--- src/rtl/packet_type_registry_defines.svh ---
// assertion macros for the packet type registry
// expects clk and rst in scope at the point of use
`ifndef PACKET_TYPE_REGISTRY_DEFINES_SVH
`define PACKET_TYPE_REGISTRY_DEFINES_SVH

// same-cycle implication, disabled during reset
`define PTR_ASSERT_IMP(lbl, ante, cons, msg) \
  lbl: assert property (@(posedge clk) disable iff (rst) (ante) |-> (cons)) else $error(msg);

// next-cycle implication, disabled during reset
`define PTR_ASSERT_NXT(lbl, ante, cons, msg) \
  lbl: assert property (@(posedge clk) disable iff (rst) (ante) |=> (cons)) else $error(msg);

`endif

--- src/rtl/ptr_vmem.sv ---
// synchronous memory with per-entry valid flags, one read and one write port
// invalid entries read as zero; depends on nothing
`default_nettype none

module ptr_vmem #(
  parameter int unsigned DEPTH = 64,
  parameter int unsigned WIDTH = 8,
  localparam int unsigned AW   = $clog2(DEPTH)
) (
  input  wire logic             clk,
  input  wire logic             rst,
  input  wire logic             rd_en,
  input  wire logic [AW-1:0]    rd_addr,
  output logic                  rd_valid,
  output logic [WIDTH-1:0]      rd_data,
  input  wire logic             wr_en,
  input  wire logic [AW-1:0]    wr_addr,
  input  wire logic [WIDTH-1:0] wr_data
);

  logic [WIDTH-1:0] mem [DEPTH];
  logic [DEPTH-1:0] vld;
  logic             rd_vld_q;
  logic [WIDTH-1:0] rd_q;

  // valid flags, cleared at once by reset
  always_ff @(posedge clk) begin
    if (rst) begin
      vld <= '0;
    end else if (wr_en) begin
      vld[wr_addr] <= 1'b1;
    end
  end

  // storage array and registered read
  always_ff @(posedge clk) begin
    if (wr_en) begin
      mem[wr_addr] <= wr_data;
    end
    if (rd_en) begin
      rd_q <= mem[rd_addr];
    end
  end

  // valid flag of the read entry, same latency as the data
  always_ff @(posedge clk) begin
    if (rst) begin
      rd_vld_q <= 1'b0;
    end else if (rd_en) begin
      rd_vld_q <= vld[rd_addr];
    end
  end

  assign rd_valid = rd_vld_q;
  assign rd_data  = rd_vld_q ? rd_q : '0;

endmodule

`default_nettype wire

--- config.mk ---
export PLATFORM = sky130hd
export DESIGN_NAME = ptr_vmem
export DESIGN_NICKNAME = d
export VERILOG_FILES = /design/src/rtl/packet_type_registry_defines.svh /design/src/rtl/ptr_vmem.sv
export SDC_FILE = /design/constraint.sdc
export NUM_CORES = 1
export LEC_CHECK = 0
export ABC_AREA = 1
export BUFFER_PORTS_ARGS = -buffer_cell sky130_fd_sc_hd__buf_2
export CAP_MARGIN = 15
export CORE_MARGIN = 5
export CORE_UTILIZATION = 55
export CTS_CLUSTER_DIAMETER = 80
export DETAILED_ROUTE_END_ITERATION = 16
export PLACE_DENSITY = 0.74
export SLEW_MARGIN = 20
export SYNTH_ARGS = -nofsm -noshare
export SYNTH_HDL_FRONTEND = slang
export SYNTH_SLANG_ARGS = --single-unit
export TNS_END_PERCENT = 1
--- constraint.sdc ---
create_clock -name clk -period 1.7 [get_ports clk]
set_input_delay 0.255 -clock clk [delete_from_list [all_inputs] [get_ports clk]]
set_output_delay 0.255 -clock clk [all_outputs]
set_load 0.005 [all_outputs]
==> reports/summary.txt, run 1 <==
Post-synth EDFFs = 520
Main synth FF type = edfxtp_1
Yosys top cell area share = 66.5%
Tightest Pin Transition = 0.898 ns
Initial Util = 55.8%
Startpoint Class = flop
first-pass GRT wire length = 95.8 mm
Root Buffer = clkbuf_16
via count = 16800
Synth Cell Area = 23500 um2
synth cell count leaders = 520 x edfxtp_1, 460 x nor2_1, 347 x nand2_1
vias in the first global route = 16500
synth unique cells = 20
CP max-delay cell = dfxtp_4
htree depth = 2
pre-CTS WS = -0.349 ns
Worst Hold Class = input port to flop
CTS tree = done
Reg area = 16900 um2
Leak Pwr = 9.75 nW
Clock Pin Slew Worst Setup and Hold Paths = 0.06 ns
IO Count = 33
final WL = 62.7 mm
DIE WIDTH = 217 um
initial antenna violation count = 3
DRC = 0
share of post-route cells with drive strength above 1 = 13.3%
fraction of power spent switching nets = 22.1%
Max-Cap Viols = 0
# fillers = 3034
number of port buffers = 32
Crit Path Class = flop to output pin
GRT overflow = 0
post-synth top area cell = edfxtp_1
largest cells by area after synthesis = edfxtp_1 66%, nor2_1 7.3%, nand2_1 5.5%
area of the multi-input gates = 5720 um2
Critical Path AT = 1.43 ns
largest net degree at the start of global routing = 66
Die H = 217 um
worst-path cell chain = nand2_1, inv_1, buf_2
CP Capture Type = output pin
Critical Path RT = 1.44 ns
nets@finish = 2232
drt initial violations = 2433
crit-path max FO = 9
synthesized net count = 2094
Comb pwr share = 6.8%
final hold violations = 0
Final GP Congestion = 0.876
Inserted Clock Buffers = 57
CP peak stage delay = 0.43 ns
Clk pwr share = 41.8%
Syn Area/Cell = 11.4 um2
GRT Resource Usage Total = 26.4%
outcome = finished clean
Setup Skew = 0.0215 ns
sequential power share = 51.4%
maximum vdd drop = 844 uV
Rows = 75
sequential element share of the synthesized area = 72.0%
drt first pass iters = 5
core footprint = 42100 um2
Pins Over Slew Limit = 0
DIE AREA = 47000 um2
crit path time final = 1.69 ns
clk sinks = 585
Slew headroom = 39.8%
internal power = 23.9 mW
top-count cell post-synth = edfxtp_1
Cells after Synth = 2070
max frequency = 593 MHz
final setup violation count = 0
Setup WS post-layout = 0.0139 ns
DP Wirelength = 37.9 mm
deepest clock path buffer count = 3
Pwr Density = 1120 nW/um2
sw power = 6.79 mW
DRT antenna net count = 0
Final period util = 99.2%
Area Growth Syn to Fin = 16.4%
asr flop ratio synth = 0%
Synth Warn # = 0
hold_buf cts = 0
setup_tns = 0 ns
worst skew pair latency = 0.61 ns
drt wl/cell = 22.4 um
flops & latches, synth = 585
via-per-instance ratio = 6.02
cell families after synthesis:
| group | count (synthesis) | synth area share (%) |
|---|---|---|
| AO/OA/AOI/OAI | 384 | 8.86 |
| buffers and inverters | 173 | 3.68 |
| flip-flops | 585 | 72.0 |
| AND/OR/NAND/NOR | 928 | 15.5 |
registers in the layout, indices dropped and copies added, names as in the netlist:
signal	count
rd_q	8
mem	512
vld	64
rd_valid	1
critical path: cells and delay by family (launching register included):
family,cells,cell delay (ns)
buf+inv,2,0.30
simple gates,1,0.09
flops,1,0.43
cell usage in the layout (no fill, tap or decap), types with 30 or more instances in the layout:
| cell | instances |
|---|---|
| o22ai_1 | 128 |
| buf_12 | 36 |
| nor2_1 | 460 |
| dfxtp_1 | 64 |
| buf_2 | 30 |
| nand3_1 | 107 |
| edfxtp_1 | 520 |
| inv_1 | 38 |
| nand2_1 | 347 |
| buf_4 | 140 |
| o21ai_0 | 255 |
| clkbuf_16 | 59 |
per-stage QoR:
stage               hold WS, ns  instances  cell area, um2  util [%]  power [mW]
floorplan                 0.354       2070           23500         -        17.2
finish                   0.0811       2796           27400      64.9        30.7
global route             0.0569       2796           27400      64.9        31.6
global placement          0.449       2687           25400      60.3        18.1
detailed placement        0.457       2687           25400      60.3        18.1
CTS                      0.0518       2794           27300      64.9        30.8
routing by layer:
metal	routed length (um)	track usage, %	vias to the layer above
met5	22	0	-
met3	6480	4.52	137
met1	24700	37.0	8163
met2	29600	42.8	981
met4	1830	8.61	4
li1	-	-	7557
path summary, 6_finish.rpt:
kind / start / end / slack (ns) / cells after the start
worst max-delay path: rd_valid$_SDFFE_PP0P_ / rd_data[3] / 0.01 / 3
worst min register to register: vld[27]$_SDFFE_PP0P_ / vld[27]$_SDFFE_PP0P_ / 0.47 / 2
worst min-delay path: rd_en / rd_q[7]$_DFFE_PP_ / 0.08 / 1
worst max register to register: mem[37][6]$_DFFE_PP_ / rd_q[6]$_DFFE_PP_ / 0.15 / 8
what timing repair did:
action / 4_1_cts / 5_1_grt
endpoints found under the setup margin: 9 / 1
resized for setup: 2 / 0
setup buffers: 0 / 1
final cells by class:
cell class / count / share of cell area (%)
Sequential cell: 585 / 61.9
Multi-Input combinational cell: 1312 / 20.9
Timing Repair Buffer: 207 / 7.08
Clock buffer: 81 / 6.07
Tap cell: 539 / 2.47
Clock inverter: 26 / 0.979
Inverter: 45 / 0.654
Antenna cell: 1 / 0.00915
power groups by stage:
stage / logic, mW / clock network (mW) / registers (mW)
6_report: 2.10 / 12.8 / 15.8
2_1_floorplan: 1.07 / 0 / 16.1
5_1_grt: 2.24 / 13.6 / 15.8
4_1_cts: 2.05 / 12.9 / 15.8
3_3_place_gp: 1.99 / 0 / 16.1
3_5_place_dp: 2.04 / 0 / 16.1
Power figures use the tool's default switching activity.
==> run 2: changes to the inputs <==
Settings changed: ABC_AREA 1 to unset.
==> run 2 against run 1 <==
Against the previous run: the flow now finishes with violations (negative setup slack); final cell count decreased by 34%; maximum frequency decreased by 23%; total power decreased by 4.3%; synthesized area decreased by 4.3%; clock power decreased by 6%; first-iteration DRC count decreased by 42%; synthesized cell count decreased by 47%; routed wire length decreased by 19%; global-route usage decreased by 2.8 points; sequential share of layout area increased by 2.7 points; critical endpoint is now rd_q[3]$_DFFE_PP_; largest cell class unchanged; largest power group unchanged.
==> reports/summary.txt, run 2 <==
drt initial violations = 1410 (was 2433)
CP peak stage delay = 0.56 ns (was 0.43 ns)
Root Buffer = clkbuf_16 (unchanged)
Cells after Synth = 1100 (was 2070)
final WL = 51.0 mm (was 62.7 mm)
CP delay by family, top = multiplexers (was flip-flops)
Pwr Density = 1120 nW/um2 (about the same)
largest cells by area after synthesis = edfxtp_1 69%, mux4_2 18%, dfxtp_1 5.8% (was edfxtp_1 66%, nor2_1 7.3%, nand2_1 5.5%)
DRC = 0 (unchanged)
Max-Cap Viols = 0 (unchanged)
CTS tree = done (unchanged)
final hold violations = 0 (unchanged)
max reg flops = 512 (unchanged)
failing checks = negative setup slack
most frequent cells in the layout = 520 x edfxtp_1, 185 x nor2_1, 176 x mux4_2 (was 520 x edfxtp_1, 460 x nor2_1, 347 x nand2_1)
# fillers = 2585 (was 3034)
Slew headroom = 51.3% (was 39.8%)
synth unique cells = 29 (was 20)
pre-CTS WS = -0.962 ns (was -0.349 ns)
CP max-delay cell = mux4_2 (was dfxtp_4)
Worst Hold Class = input port to flop (unchanged)
share of post-route cells with drive strength above 1 = 34.7% (was 13.3%)
clk sinks = 585 (unchanged)
Clock Pin Slew Worst Setup and Hold Paths = 0.06 ns (about the same)
Yosys top cell area share = 69.4% (was 66.5%)
commonest non-fill, non-tap cell in the layout = edfxtp_1 (unchanged)
drt first pass iters = 5 (unchanged)
biggest regs = mem (512), vld (64), rd_q (8) (unchanged)
worst path bufs/invs = 0 (was 2)
Comb pwr share = 5.4% (was 6.8%)
Inserted Clock Buffers = 55 (was 57)
flops & latches, synth = 585 (unchanged)
Leak Pwr = 8.64 nW (was 9.75 nW)
setup_tns = -3.44 ns (was 0 ns)
nets@finish = 1297 (was 2232)
IO Count = 33 (unchanged)
via-per-instance ratio = 6.17 (was 6.02)
Synth Cell Area = 22500 um2 (was 23500 um2)
drt wl/cell = 27.6 um (was 22.4 um)
DRT antenna net count = 0 (unchanged)
Post-synth EDFFs = 520 (unchanged)
Startpoint Class = flop (unchanged)
synthesized net count = 1124 (was 2094)
GRT Resource Usage Total = 23.6% (was 26.4%)
Critical Path AT = 2.54 ns (was 1.43 ns)
htree depth = 2 (unchanged)
Setup Skew = 0.0266 ns (was 0.0215 ns)
Die H = 212 um (was 217 um)
deepest clock path buffer count = 3 (unchanged)
synth cell count leaders = 520 x edfxtp_1, 185 x nor2_1, 176 x mux4_2 (was 520 x edfxtp_1, 460 x nor2_1, 347 x nand2_1)
Main synth FF type = edfxtp_1 (unchanged)
Synth Warn # = 0 (unchanged)
crit path time final = 2.19 ns (was 1.69 ns)
hold_buf cts = 0 (unchanged)
number of port buffers = 32 (unchanged)
cell mode on critical path = mux4_2
DP Wirelength = 32.3 mm (was 37.9 mm)
CP Capture Type = flop (was output pin)
DIE AREA = 45000 um2 (was 47000 um2)
worst-path cell chain = mux4_2, mux4_2, mux4_2 (was nand2_1, inv_1, buf_2)
final setup violation count = 8 (was 0)
initial antenna violation count = 0 (was 3)
WHS = 0.0605 ns (was 0.0811 ns)
fraction of power spent switching nets = 20.5% (was 22.1%)
max frequency = 457 MHz (was 593 MHz)
sequential element share of the synthesized area = 75.2% (was 72.0%)
RSZ-0062 raised after global routing = true
via count = 11400 (was 16800)
Area Growth Syn to Fin = 16.5% (was 16.4%)
Setup WS post-layout = -0.490 ns (was 0.0139 ns)
Critical Path RT = 2.05 ns (was 1.44 ns)
maximum vdd drop = 954 uV (was 844 uV)
outcome = finished, violations left (was finished clean)
postcts setup bufs = 0 (unchanged)
core footprint = 40600 um2 (was 42100 um2)
crit-path max FO = 1 (was 9)
post-synth top area cell = edfxtp_1 (unchanged)
Final GP Congestion = 0.880 (was 0.876)
sequential power share = 53.8% (was 51.4%)
Crit Path Class = flop to flop (was flop to output pin)
Syn Area/Cell = 20.4 um2 (was 11.4 um2)
Final period util = 129% (was 99.2%)
vias in the first global route = 11700 (was 16500)
largest net degree at the start of global routing = 65 (was 66)
Pins Over Slew Limit = 0 (unchanged)
Biggest register = mem (unchanged)
GRT overflow = 0 (unchanged)
top-count cell post-synth = edfxtp_1 (unchanged)
Tightest Pin Transition = 0.731 ns (was 0.898 ns)
antenna fix cells = 0 (was 1)
worst skew pair latency = 0.61 ns (about the same)
Initial Util = 55.3% (was 55.8%)
Rows = 74 (was 75)
first-pass GRT wire length = 77.2 mm (was 95.8 mm)
asr flop ratio synth = 0% (unchanged)
sw power = 6.02 mW (was 6.79 mW)
internal power = 23.4 mW (was 23.9 mW)
Clk pwr share = 40.8% (was 41.8%)
DIE WIDTH = 212 um (was 217 um)
run 2: cell types whose count changed in the layout (fill, tap and decap cells not counted), sizes merged, moves of 9 or more:
cell,change
nand3,-98
inv,-40
nand2,-334
mux4,+176
o22ai,-124
nor2,-275
o21ai,-250
and2,+9
buf,-32
mux2,+12
run 2: stage by stage:
stage,std cells,instance area [um2],total power [mW],util [%]
2_1_floorplan,1100,22600,17.0,-
3_3_place_gp,1747,24300,17.6,59.9
3_5_place_dp,1747,24300,17.7,59.9
4_1_cts,1849,26200,29.6,64.3
5_1_grt,1850,26200,30.4,64.5
6_report,1850,26200,29.4,64.5
run 2: power groups by stage:
stage	Combinational (mW)	Clock [mW]	Sequential, mW
floorplan	0.877	0	16.1
global placement	1.53	0	16.1
detailed placement	1.57	0	16.1
CTS	1.59	12.2	15.8
global route	1.70	12.8	15.8
finish	1.60	12.0	15.8
run 2: logic make-up (layout without fill, tap and decap cells):
kind of cell / after synthesis / in the layout / share of synthesized area, %
flops: 585 / 585 / 75.2
simple gates: 243 / 243 / 4.48
mux: 192 / 192 / 18.4
buf+inv: 60 / 278 / 1.27
compound gates: 20 / 20 / 0.623
run 2: final cells by class:
| type | count | area [um2] | share of cell area [%] |
|---|---|---|---|
| clock buffers | 82 | 1590 | 6.06 |
| clock inverters | 20 | 194 | 0.740 |
| inverters | 2 | 7.51 | 0.0287 |
| multi-input cells | 455 | 5320 | 20.3 |
| flip-flops and latches | 585 | 16900 | 64.6 |
| well taps | 532 | 666 | 2.54 |
| repair buffers | 174 | 1510 | 5.75 |
run 2: metal layers:
layer  GRT usage, %  vias up  wire length (um)
met4           5.35        0              1070
met2           37.0      579             24700
met1           34.2     5953             20000
li1               -     4796                 -
met5              0        -                 0
met3           6.29       80              5180
run 2: worst register-to-register path, delay by kind of cell, from the launching register on:
kind,cells,cell delay (ns)
mux,3,1.54
flops,1,0.39
run 2: worst paths after layout:
| kind | slack, ns | endpoint | startpoint | depth (start not counted) |
|---|---|---|---|---|
| worst max-delay path | -0.49 | rd_q[3]$_DFFE_PP_ | mem[47][3]$_DFFE_PP_ | 3 |
| worst min-delay path | 0.06 | mem[31][0]$_DFFE_PP_ | wr_data[0] | 1 |
| worst max register to register | -0.49 | rd_q[3]$_DFFE_PP_ | mem[47][3]$_DFFE_PP_ | 3 |
| worst min register to register | 0.47 | vld[16]$_SDFFE_PP0P_ | vld[16]$_SDFFE_PP0P_ | 2 |
run 2: what timing repair did:
action	4_1_cts	5_1_grt
pin swaps	2	3
gates resized for setup	9	3
setup endpoints to repair	16	13
