File: config.mk
export PLATFORM = sky130hd
export DESIGN_NAME = ptr_ctrl_flat
export DESIGN_NICKNAME = d
export VERILOG_FILES = /design/src/rtl/packet_type_registry_defines.svh /design/src/rtl/ptr_pkg.sv /design/src/rtl/ptr_if.sv /design/src/rtl/ptr_ctrl.sv /design/src/flat_wrapper.sv
export SDC_FILE = /design/constraint.sdc
export NUM_CORES = 1
export LEC_CHECK = 0
export ABC_AREA = 1
export BUFFER_PORTS_ARGS = -buffer_cell sky130_fd_sc_hd__buf_2
export CAP_MARGIN = 15
export CELL_PAD_IN_SITES_DETAIL_PLACEMENT = 1
export CELL_PAD_IN_SITES_GLOBAL_PLACEMENT = 1
export CORE_AREA = 5 5 152 154
export CTS_CLUSTER_DIAMETER = 80
export DETAILED_ROUTE_END_ITERATION = 7
export DIE_AREA = 0 0 157 159
export PLACE_DENSITY_LB_ADDON = 0.25
export SYNTH_ARGS = -nofsm -noshare
export SYNTH_HDL_FRONTEND = slang
export SYNTH_SLANG_ARGS = --single-unit
File: constraint.sdc
create_clock -name clk -period 6.7 [get_ports clk]
set_input_delay 2.01 -clock clk [delete_from_list [all_inputs] [get_ports clk]]
set_output_delay 2.01 -clock clk [all_outputs]
set_load 0.02 [all_outputs]
File: src/rtl/packet_type_registry_defines.svh
// assertion macros for the packet type registry
// expects clk and rst in scope at the point of use
`ifndef PACKET_TYPE_REGISTRY_DEFINES_SVH
`define PACKET_TYPE_REGISTRY_DEFINES_SVH

// same-cycle implication, disabled during reset
`define PTR_ASSERT_IMP(lbl, ante, cons, msg) \
  lbl: assert property (@(posedge clk) disable iff (rst) (ante) |-> (cons)) else $error(msg);

// next-cycle implication, disabled during reset
`define PTR_ASSERT_NXT(lbl, ante, cons, msg) \
  lbl: assert property (@(posedge clk) disable iff (rst) (ante) |=> (cons)) else $error(msg);

`endif

File: src/rtl/ptr_pkg.sv
// shared types and constants for the packet type registry
// no dependencies
`default_nettype none

package ptr_pkg;

  localparam int unsigned PROBE_SLOTS_DEF = 256;
  localparam int unsigned IDENT_SLOTS_DEF = 64;

  localparam int unsigned KEY_W   = 64;
  localparam int unsigned IDENT_W = 8;
  localparam int unsigned SIZE_W  = 8;
  localparam int unsigned STAT_W  = 3;

  localparam logic [SIZE_W-1:0] MAX_SIZE_RST = 8'd64;

  // action codes
  localparam logic ACT_DEFINE = 1'b0;
  localparam logic ACT_LOOKUP = 1'b1;

  typedef enum logic [STAT_W-1:0] {
    ST_OK         = 3'd0,
    ST_IDENT_USED = 3'd1,
    ST_TOO_LARGE  = 3'd2,
    ST_DUPLICATE  = 3'd3,
    ST_NOT_FOUND  = 3'd4
  } status_t;

  // one identifier slot as held in memory
  typedef struct packed {
    logic [KEY_W-1:0]   key;
    logic [IDENT_W-1:0] ident;
    logic [SIZE_W-1:0]  size;
  } slot_entry_t;

  // one result transaction
  typedef struct packed {
    status_t            status;
    logic [IDENT_W-1:0] ident;
    logic [SIZE_W-1:0]  size;
  } result_t;

endpackage

`default_nettype wire

File: src/rtl/ptr_if.sv
// request and response channel interfaces for the packet type registry
// depends on ptr_pkg
`default_nettype none

interface ptr_in_if;
  logic                        valid;
  logic                        ready;
  logic                        action;
  logic [ptr_pkg::KEY_W-1:0]   type_key;
  logic [ptr_pkg::IDENT_W-1:0] packet_ident;
  logic [ptr_pkg::SIZE_W-1:0]  payload_size;

  modport source (output valid, action, type_key, packet_ident, payload_size, input ready);
  modport sink   (input valid, action, type_key, packet_ident, payload_size, output ready);
endinterface

interface ptr_out_if;
  logic                         valid;
  logic                         ready;
  logic [ptr_pkg::STAT_W-1:0]   status;
  logic [ptr_pkg::IDENT_W-1:0]  found_ident;
  logic [ptr_pkg::SIZE_W-1:0]   found_size;

  modport source (output valid, status, found_ident, found_size, input ready);
  modport sink   (input valid, status, found_ident, found_size, output ready);
endinterface

`default_nettype wire

File: src/rtl/ptr_ctrl.sv
// probe sequencer: identifier check, linear probe walk, result register
// depends on ptr_pkg and ptr_if; drives the link and slot memories
`default_nettype none

module ptr_ctrl #(
  parameter int unsigned PROBE_SLOTS = ptr_pkg::PROBE_SLOTS_DEF,
  parameter int unsigned IDENT_SLOTS = ptr_pkg::IDENT_SLOTS_DEF,
  localparam int unsigned PW         = $clog2(PROBE_SLOTS),
  localparam int unsigned SW         = $clog2(IDENT_SLOTS)
) (
  input  wire logic                       clk,
  input  wire logic                       rst,
  ptr_in_if.sink                          in_ch,
  ptr_out_if.source                       out_ch,
  input  wire logic                       cfg_wr_en,
  input  wire logic [ptr_pkg::SIZE_W-1:0] cfg_wr_data,
  // link memory
  output logic                            link_rd_en,
  output logic [PW-1:0]                   link_rd_addr,
  input  wire logic                       link_rd_valid,
  input  wire logic [SW-1:0]              link_rd_data,
  output logic [PW-1:0]                   link_wr_addr,
  output logic [SW-1:0]                   link_wr_data,
  // slot memory
  output logic                            slot_rd_en,
  output logic [SW-1:0]                   slot_rd_addr,
  input  wire ptr_pkg::slot_entry_t       slot_rd_data,
  output logic [SW-1:0]                   slot_wr_addr,
  output ptr_pkg::slot_entry_t            slot_wr_data,
  // one write strobe for both memories
  output logic                            wr_en
);

  typedef enum logic [4:0] {
    S_IDLE  = 5'b00001,
    S_CHK   = 5'b00010,
    S_LWAIT = 5'b00100,
    S_SCMP  = 5'b01000,
    S_PUT   = 5'b10000
  } state_t;

  state_t                       state, state_next;
  logic [PW-1:0]                pos, pos_next;
  logic [PW-1:0]                cnt, cnt_next;
  ptr_pkg::result_t             res, res_next;
  ptr_pkg::result_t             out_res;
  logic                         out_valid;
  logic [ptr_pkg::SIZE_W-1:0]   max_size;
  logic                         act_q;
  logic [ptr_pkg::KEY_W-1:0]    key_q;
  logic [ptr_pkg::IDENT_W-1:0]  ident_q;
  logic [ptr_pkg::SIZE_W-1:0]   size_q;
  logic                         in_acc;
  logic                         out_free;
  logic                         key_hit;

  assign in_ch.ready = (state == S_IDLE);
  assign in_acc      = in_ch.valid && in_ch.ready;
  assign out_free    = !out_valid || out_ch.ready;
  assign key_hit     = (slot_rd_data.key == key_q);

  // writes of a define always target the current probe position and the item's slot
  assign link_wr_addr       = pos;
  assign link_wr_data       = ident_q[SW-1:0];
  assign slot_wr_addr       = ident_q[SW-1:0];
  assign slot_wr_data.key   = key_q;
  assign slot_wr_data.ident = ident_q;
  assign slot_wr_data.size  = size_q;

  // sequencer next state and memory requests
  always_comb begin
    state_next   = state;
    pos_next     = pos;
    cnt_next     = cnt;
    res_next     = res;
    link_rd_en   = 1'b0;
    link_rd_addr = pos;
    slot_rd_en   = 1'b0;
    slot_rd_addr = link_rd_data;
    wr_en        = 1'b0;
    unique case (state)
      S_IDLE: begin
        if (in_acc) begin
          pos_next = in_ch.type_key[PW-1:0];
          cnt_next = '0;
          res_next = '{status: ptr_pkg::ST_OK, ident: '0, size: '0};
          if (in_ch.action == ptr_pkg::ACT_DEFINE) begin
            slot_rd_en   = 1'b1;
            slot_rd_addr = in_ch.packet_ident[SW-1:0];
            state_next   = S_CHK;
          end else begin
            link_rd_en   = 1'b1;
            link_rd_addr = in_ch.type_key[PW-1:0];
            state_next   = S_LWAIT;
          end
        end
      end
      S_CHK: begin
        if (slot_rd_data.key != '0) begin
          res_next.status = ptr_pkg::ST_IDENT_USED;
          state_next      = S_PUT;
        end else if (size_q > max_size) begin
          res_next.status = ptr_pkg::ST_TOO_LARGE;
          state_next      = S_PUT;
        end else begin
          link_rd_en = 1'b1;
          state_next = S_LWAIT;
        end
      end
      S_LWAIT: begin
        if (!link_rd_valid) begin
          if (act_q == ptr_pkg::ACT_DEFINE) begin
            wr_en = 1'b1;
          end else begin
            res_next.status = ptr_pkg::ST_NOT_FOUND;
          end
          state_next = S_PUT;
        end else begin
          slot_rd_en = 1'b1;
          state_next = S_SCMP;
        end
      end
      S_SCMP: begin
        if (key_hit) begin
          if (act_q == ptr_pkg::ACT_DEFINE) begin
            res_next.status = ptr_pkg::ST_DUPLICATE;
          end else begin
            res_next.ident = slot_rd_data.ident;
            res_next.size  = slot_rd_data.size;
          end
          state_next = S_PUT;
        end else if (cnt == PW'(PROBE_SLOTS - 1)) begin
          // every position probed once
          res_next.status = ptr_pkg::ST_NOT_FOUND;
          state_next      = S_PUT;
        end else begin
          pos_next     = pos + PW'(1);
          cnt_next     = cnt + PW'(1);
          link_rd_en   = 1'b1;
          link_rd_addr = pos + PW'(1);
          state_next   = S_LWAIT;
        end
      end
      S_PUT: begin
        if (out_free) begin
          state_next = S_IDLE;
        end
      end
      default: begin
        state_next = S_IDLE;
      end
    endcase
  end

  // control registers
  always_ff @(posedge clk) begin
    if (rst) begin
      state     <= S_IDLE;
      out_valid <= 1'b0;
      max_size  <= ptr_pkg::MAX_SIZE_RST;
    end else begin
      state <= state_next;
      if (state == S_PUT && out_free) begin
        out_valid <= 1'b1;
      end else if (out_ch.ready) begin
        out_valid <= 1'b0;
      end
      if (cfg_wr_en) begin
        max_size <= cfg_wr_data;
      end
    end
  end

  // item and result payload registers
  always_ff @(posedge clk) begin
    pos <= pos_next;
    cnt <= cnt_next;
    res <= res_next;
    if (in_acc) begin
      act_q   <= in_ch.action;
      key_q   <= in_ch.type_key;
      ident_q <= in_ch.packet_ident;
      size_q  <= in_ch.payload_size;
    end
    if (state == S_PUT && out_free) begin
      out_res <= res;
    end
  end

  assign out_ch.valid       = out_valid;
  assign out_ch.status      = out_res.status;
  assign out_ch.found_ident = out_res.ident;
  assign out_ch.found_size  = out_res.size;

endmodule

`default_nettype wire

File: src/flat_wrapper.sv
// flat-port wrapper written by rule: the top's interface ports become plain ports
module ptr_ctrl_flat 
#(
  parameter int unsigned PROBE_SLOTS = ptr_pkg::PROBE_SLOTS_DEF,
  parameter int unsigned IDENT_SLOTS = ptr_pkg::IDENT_SLOTS_DEF,
  localparam int unsigned PW         = $clog2(PROBE_SLOTS),
  localparam int unsigned SW         = $clog2(IDENT_SLOTS)
)
  (clk, rst, cfg_wr_en, cfg_wr_data, link_rd_en, link_rd_addr, link_rd_valid, link_rd_data, link_wr_addr, link_wr_data, slot_rd_en, slot_rd_addr, slot_rd_data, slot_wr_addr, slot_wr_data, wr_en, in_ch_valid, in_ch_action, in_ch_type_key, in_ch_packet_ident, in_ch_payload_size, in_ch_ready, out_ch_valid, out_ch_status, out_ch_found_ident, out_ch_found_size, out_ch_ready);
  ptr_in_if in_ch_i ();
  ptr_out_if out_ch_i ();
  input  wire logic clk;
  input  wire logic rst;
  input  wire logic cfg_wr_en;
  input  wire logic [ptr_pkg::SIZE_W-1:0] cfg_wr_data;
  output logic link_rd_en;
  output logic [PW-1:0] link_rd_addr;
  input  wire logic link_rd_valid;
  input  wire logic [SW-1:0] link_rd_data;
  output logic [PW-1:0] link_wr_addr;
  output logic [SW-1:0] link_wr_data;
  output logic slot_rd_en;
  output logic [SW-1:0] slot_rd_addr;
  input  wire ptr_pkg::slot_entry_t slot_rd_data;
  output logic [SW-1:0] slot_wr_addr;
  output ptr_pkg::slot_entry_t slot_wr_data;
  output logic wr_en;
  input wire logic [$bits(in_ch_i.valid)-1:0] in_ch_valid;
  input wire logic [$bits(in_ch_i.action)-1:0] in_ch_action;
  input wire logic [$bits(in_ch_i.type_key)-1:0] in_ch_type_key;
  input wire logic [$bits(in_ch_i.packet_ident)-1:0] in_ch_packet_ident;
  input wire logic [$bits(in_ch_i.payload_size)-1:0] in_ch_payload_size;
  output wire logic [$bits(in_ch_i.ready)-1:0] in_ch_ready;
  output wire logic [$bits(out_ch_i.valid)-1:0] out_ch_valid;
  output wire logic [$bits(out_ch_i.status)-1:0] out_ch_status;
  output wire logic [$bits(out_ch_i.found_ident)-1:0] out_ch_found_ident;
  output wire logic [$bits(out_ch_i.found_size)-1:0] out_ch_found_size;
  input wire logic [$bits(out_ch_i.ready)-1:0] out_ch_ready;
  assign in_ch_i.valid = in_ch_valid;
  assign in_ch_i.action = in_ch_action;
  assign in_ch_i.type_key = in_ch_type_key;
  assign in_ch_i.packet_ident = in_ch_packet_ident;
  assign in_ch_i.payload_size = in_ch_payload_size;
  assign in_ch_ready = in_ch_i.ready;
  assign out_ch_valid = out_ch_i.valid;
  assign out_ch_status = out_ch_i.status;
  assign out_ch_found_ident = out_ch_i.found_ident;
  assign out_ch_found_size = out_ch_i.found_size;
  assign out_ch_i.ready = out_ch_ready;
  ptr_ctrl #(.PROBE_SLOTS(PROBE_SLOTS), .IDENT_SLOTS(IDENT_SLOTS)) u_core (.clk(clk), .rst(rst), .in_ch(in_ch_i), .out_ch(out_ch_i), .cfg_wr_en(cfg_wr_en), .cfg_wr_data(cfg_wr_data), .link_rd_en(link_rd_en), .link_rd_addr(link_rd_addr), .link_rd_valid(link_rd_valid), .link_rd_data(link_rd_data), .link_wr_addr(link_wr_addr), .link_wr_data(link_wr_data), .slot_rd_en(slot_rd_en), .slot_rd_addr(slot_rd_addr), .slot_rd_data(slot_rd_data), .slot_wr_addr(slot_wr_addr), .slot_wr_data(slot_wr_data), .wr_en(wr_en));
endmodule
==> impl_metrics.tcl <==
set metrics [dict create \
    drive_gt1_frac 0.3492 \
    final_common_cell "buf_2" \
    start_util 0.3442 \
    fin_skew_ns 0.01378 \
    timing.fmax_ghz 0.1762 \
    power.share.switching 0.3050 \
    status "finished, final reports clean" \
    dr.pass1.iters 4 \
    grt_pass1_wl_mm 37.06 \
    hold_path.class "reg -> reg" \
    cts_setup_buffers 0 \
    io_pins 319 \
    rsz0062_at_grt "no" \
    fin_crit_ns 5.674 \
    comb_power_share 0.170 \
    final_cell_mix "318 x buf_2, 246 x nand2_1, 146 x inv_1" \
    timing.final.max_slew_violations 0 \
    syn_area_um2 7418 \
    via_per_inst 4.530 \
    max_cap_violations 0 \
    seqPwrFrac 0.461 \
    worstMarginPinSlew_ns 0.8547 \
    ctsResizeCount 0 \
    die_width_um 157 \
    crit_path_frequent_cell "nand2_1" \
    dieArea_um2 24960 \
    io_buffers 318 \
    num_vias 6510 \
    critPathMaxStageDelay_ns 0.18 \
    fin_setup_tns_ns 0 \
    gp_congestion 0.8197 \
    synth_seq_cells 149 \
    synth.avg_cell_area_um2 9.058 \
    antenna_found_initial 4 \
    worst-path-buf-inv 3 \
    powerDensity_nw_per_um2 255.1 \
    ir_worst_vdd_v 0.0001367 \
    drc_errors 0 \
    ctsRootBufferMaster "clkbuf_16" \
    die_h_um 159 \
    crit_required_ns 4.69 \
    leakage_nw 4.997 \
    clkTransAtPathRegs_ns 0.07 \
    rows 54 \
    drt_iter0_markers 341 \
    endpoint_kind "primary output" \
    hold_buffers 0 \
    cts_buffer_depth 2 \
    postPlaceCellArea_um2 9256 \
    grt-ovfl-total 0 \
    syn_nets 1010 \
    wl_per_cell_um 16.93 \
    wl_mm 24.33 \
    htreeDepth 4 \
    power.switching_mw 0.7664 \
    worstSetupPathType "in -> out" \
    nFillCells 2675 \
    yosysUniqueCellTypes 35 \
    crit_family "simple AND/OR/NAND/NOR gates" \
    cpMaxStageDelayCell "nand2_4" \
    numCtsBuffers 17 \
    cts_sinks 149 \
    internal-power_mw 1.746 \
    grt_max_degree 63 \
    dp_hpwl_mm 19.67 \
    finalHoldViolations 0 \
    grt_pass1_vias 6839 \
    route.antenna.remaining_nets 0 \
    areaGrowthSynthToFinish_pct 32.79 \
    start_kind "input port" \
    cp_max_fo 18 \
    grt_usage 0.1924 \
    ys_warn_count 0 \
    slew_headroom 0.4302 \
    syn_inst 819 \
    fin_nets 1332 \
    path_cells "buf_2 -> inv_2 -> nand2_1 -> nand2_1 -> nor2_1 -> nand2_1 -> nor2_1 -> nand2_1 -> nor2_2 -> nand2_4 -> nand2_1 -> nand2_1 -> nand2_1 -> nand2_1 -> nand2_1 -> buf_2" \
    clock_power_share 0.368 \
    finalSetupViolCount 0 \
    arrival_ns 3.66 \
    fin_area_um2 9851 \
    cts_tree "done" \
    postLayoutCoreUtil 0.4570 \
    synth-seq-area-share 0.5842 \
    fin_crit_sh 0.8469 \
    clock_latency_ns 0.43 \
    core-area_um2 21550 \
]
==> worst register-to-register path: stages, from the launching register on <==
cell and delay (ns):
dfxtp_1 0.33, nor2_2 0.15, nand4_1 0.12, inv_1 0.14, nand2_2 0.10, clkinv_2 0.31, buf_4 0.72
==> cell families (layout without fill, tap and decap cells) <==
kind of cell / Yosys count / after routing / share of synthesized area
and+or+nand+nor: 397 / 397 / 0.2189
buffers and inverters: 179 / 514 / 0.09900
DFF: 149 / 149 / 0.5842
AOI/OAI and AO/OA: 63 / 63 / 0.05414
xor gates and xnor gates: 15 / 15 / 0.01771
adders and majority gates: 10 / 10 / 0.01687
muxes: 6 / 6 / 0.009107
other: 0 / 3 / 0
==> registers in the layout, indices dropped and copies added (netlist names) <==
signal	count
u_core.max_size	8
u_core.size_q	8
u_core.out_ch.found_size	8
u_core.link_wr_addr	8
u_core.cnt	8
u_core.act_q	1
u_core.out_ch.found_ident	8
u_core.key_q	64
u_core.res	19
u_core.out_ch.valid	1
u_core.out_ch.status	3
u_core.state	5
u_core.ident_q	8
==> worst paths after layout <==
check,startpoint,to,slack (ns),cells after the start
max,slot_rd_data[57],link_rd_addr[0],1.03,16
min reg2reg,u_core.res[14]$_SDFFCE_PN0P_,u_core.out_ch.found_ident[6]$_DFFE_PP_,0.42,0
min,u_core.res[14]$_SDFFCE_PN0P_,u_core.out_ch.found_ident[6]$_DFFE_PP_,0.42,0
max reg2reg,u_core.state[2]$_SDFFE_PP0P_,u_core.key_q[20]$_DFFE_PP_,4.38,6
==> through the flow <==
step / setup slack (ns) / hold slack, ns / cells / total power, mW
finish: 1.026 / 0.4210 / 1437 / 2.513
CTS: 0.9824 / 0.4167 / 1433 / 2.550
floorplan: 0.2154 / 0.4003 / 819 / 1.424
global placement: 1.017 / 0.4004 / 1401 / 1.598
global route: 0.7844 / 0.4235 / 1437 / 2.643
detailed placement: 0.9869 / 0.4057 / 1401 / 1.613
==> synth_stat cells <==
library cell,instances,share of area
nand3b_2,1,0.0015
buf_2,1,0.00067
inv_1,147,0.074
a21oi_1,19,0.013
mux2_2,6,0.0091
clkbuf_1,4,0.0020
clkbuf_2,1,0.00067
nand2_4,1,0.0015
buf_6,2,0.0030
nand2_1,246,0.12
buf_4,12,0.012
nor3b_1,1,0.0010
nor3_1,5,0.0034
a21boi_0,1,0.0010
o21ai_0,20,0.013
nor4_1,1,0.00084
dfxtp_1,14,0.038
ha_1,10,0.017
o211ai_2,7,0.012
o21a_1,1,0.0010
o21ai_1,4,0.0027
nor2_2,6,0.0051
nand3_1,10,0.0067
a31oi_1,1,0.00084
inv_2,12,0.0061
xor2_1,13,0.015
o21ai_2,2,0.0024
nand3_2,1,0.0013
nand4_1,13,0.011
edfxtp_1,135,0.55
nor2_1,102,0.052
nor4_4,1,0.0029
a22oi_1,8,0.0081
xnor2_1,2,0.0024
nand2_2,9,0.0076
==> power groups by stage <==
stage	clock network (mW)	registers (mW)	logic, mW
after global placement	0	1.18	0.422
after detailed placement	0	1.18	0.434
after floorplan	0	1.23	0.195
after global routing	1.00	1.17	0.474
after CTS	0.954	1.16	0.437
final	0.926	1.16	0.428
==> layout make-up <==
cell class | count | area, µm² | share of cell area
Sequential cell | 149 | 4334 | 0.4400
Multi-Input combinational cell | 491 | 2352 | 0.2388
Timing Repair Buffer | 323 | 1649 | 0.1674
Inverter | 159 | 598.1 | 0.06071
Clock buffer | 17 | 425.4 | 0.04319
Tap cell | 280 | 350.3 | 0.03556
Clock inverter | 15 | 133.9 | 0.01359
Antenna cell | 3 | 7.507 | 0.0007621
==> per-layer routing <==
layer	up-vias	part of all wire	wire length [µm]	global-route usage
li1	3232	-	-	-
met2	184	0.52	12650	0.3478
met4	4	0.016	391	0.04931
met1	3062	0.40	9731	0.2266
met3	28	0.063	1534	0.04730
met5	-	0.0012	30	0
(Power assumes the default switching activity.)
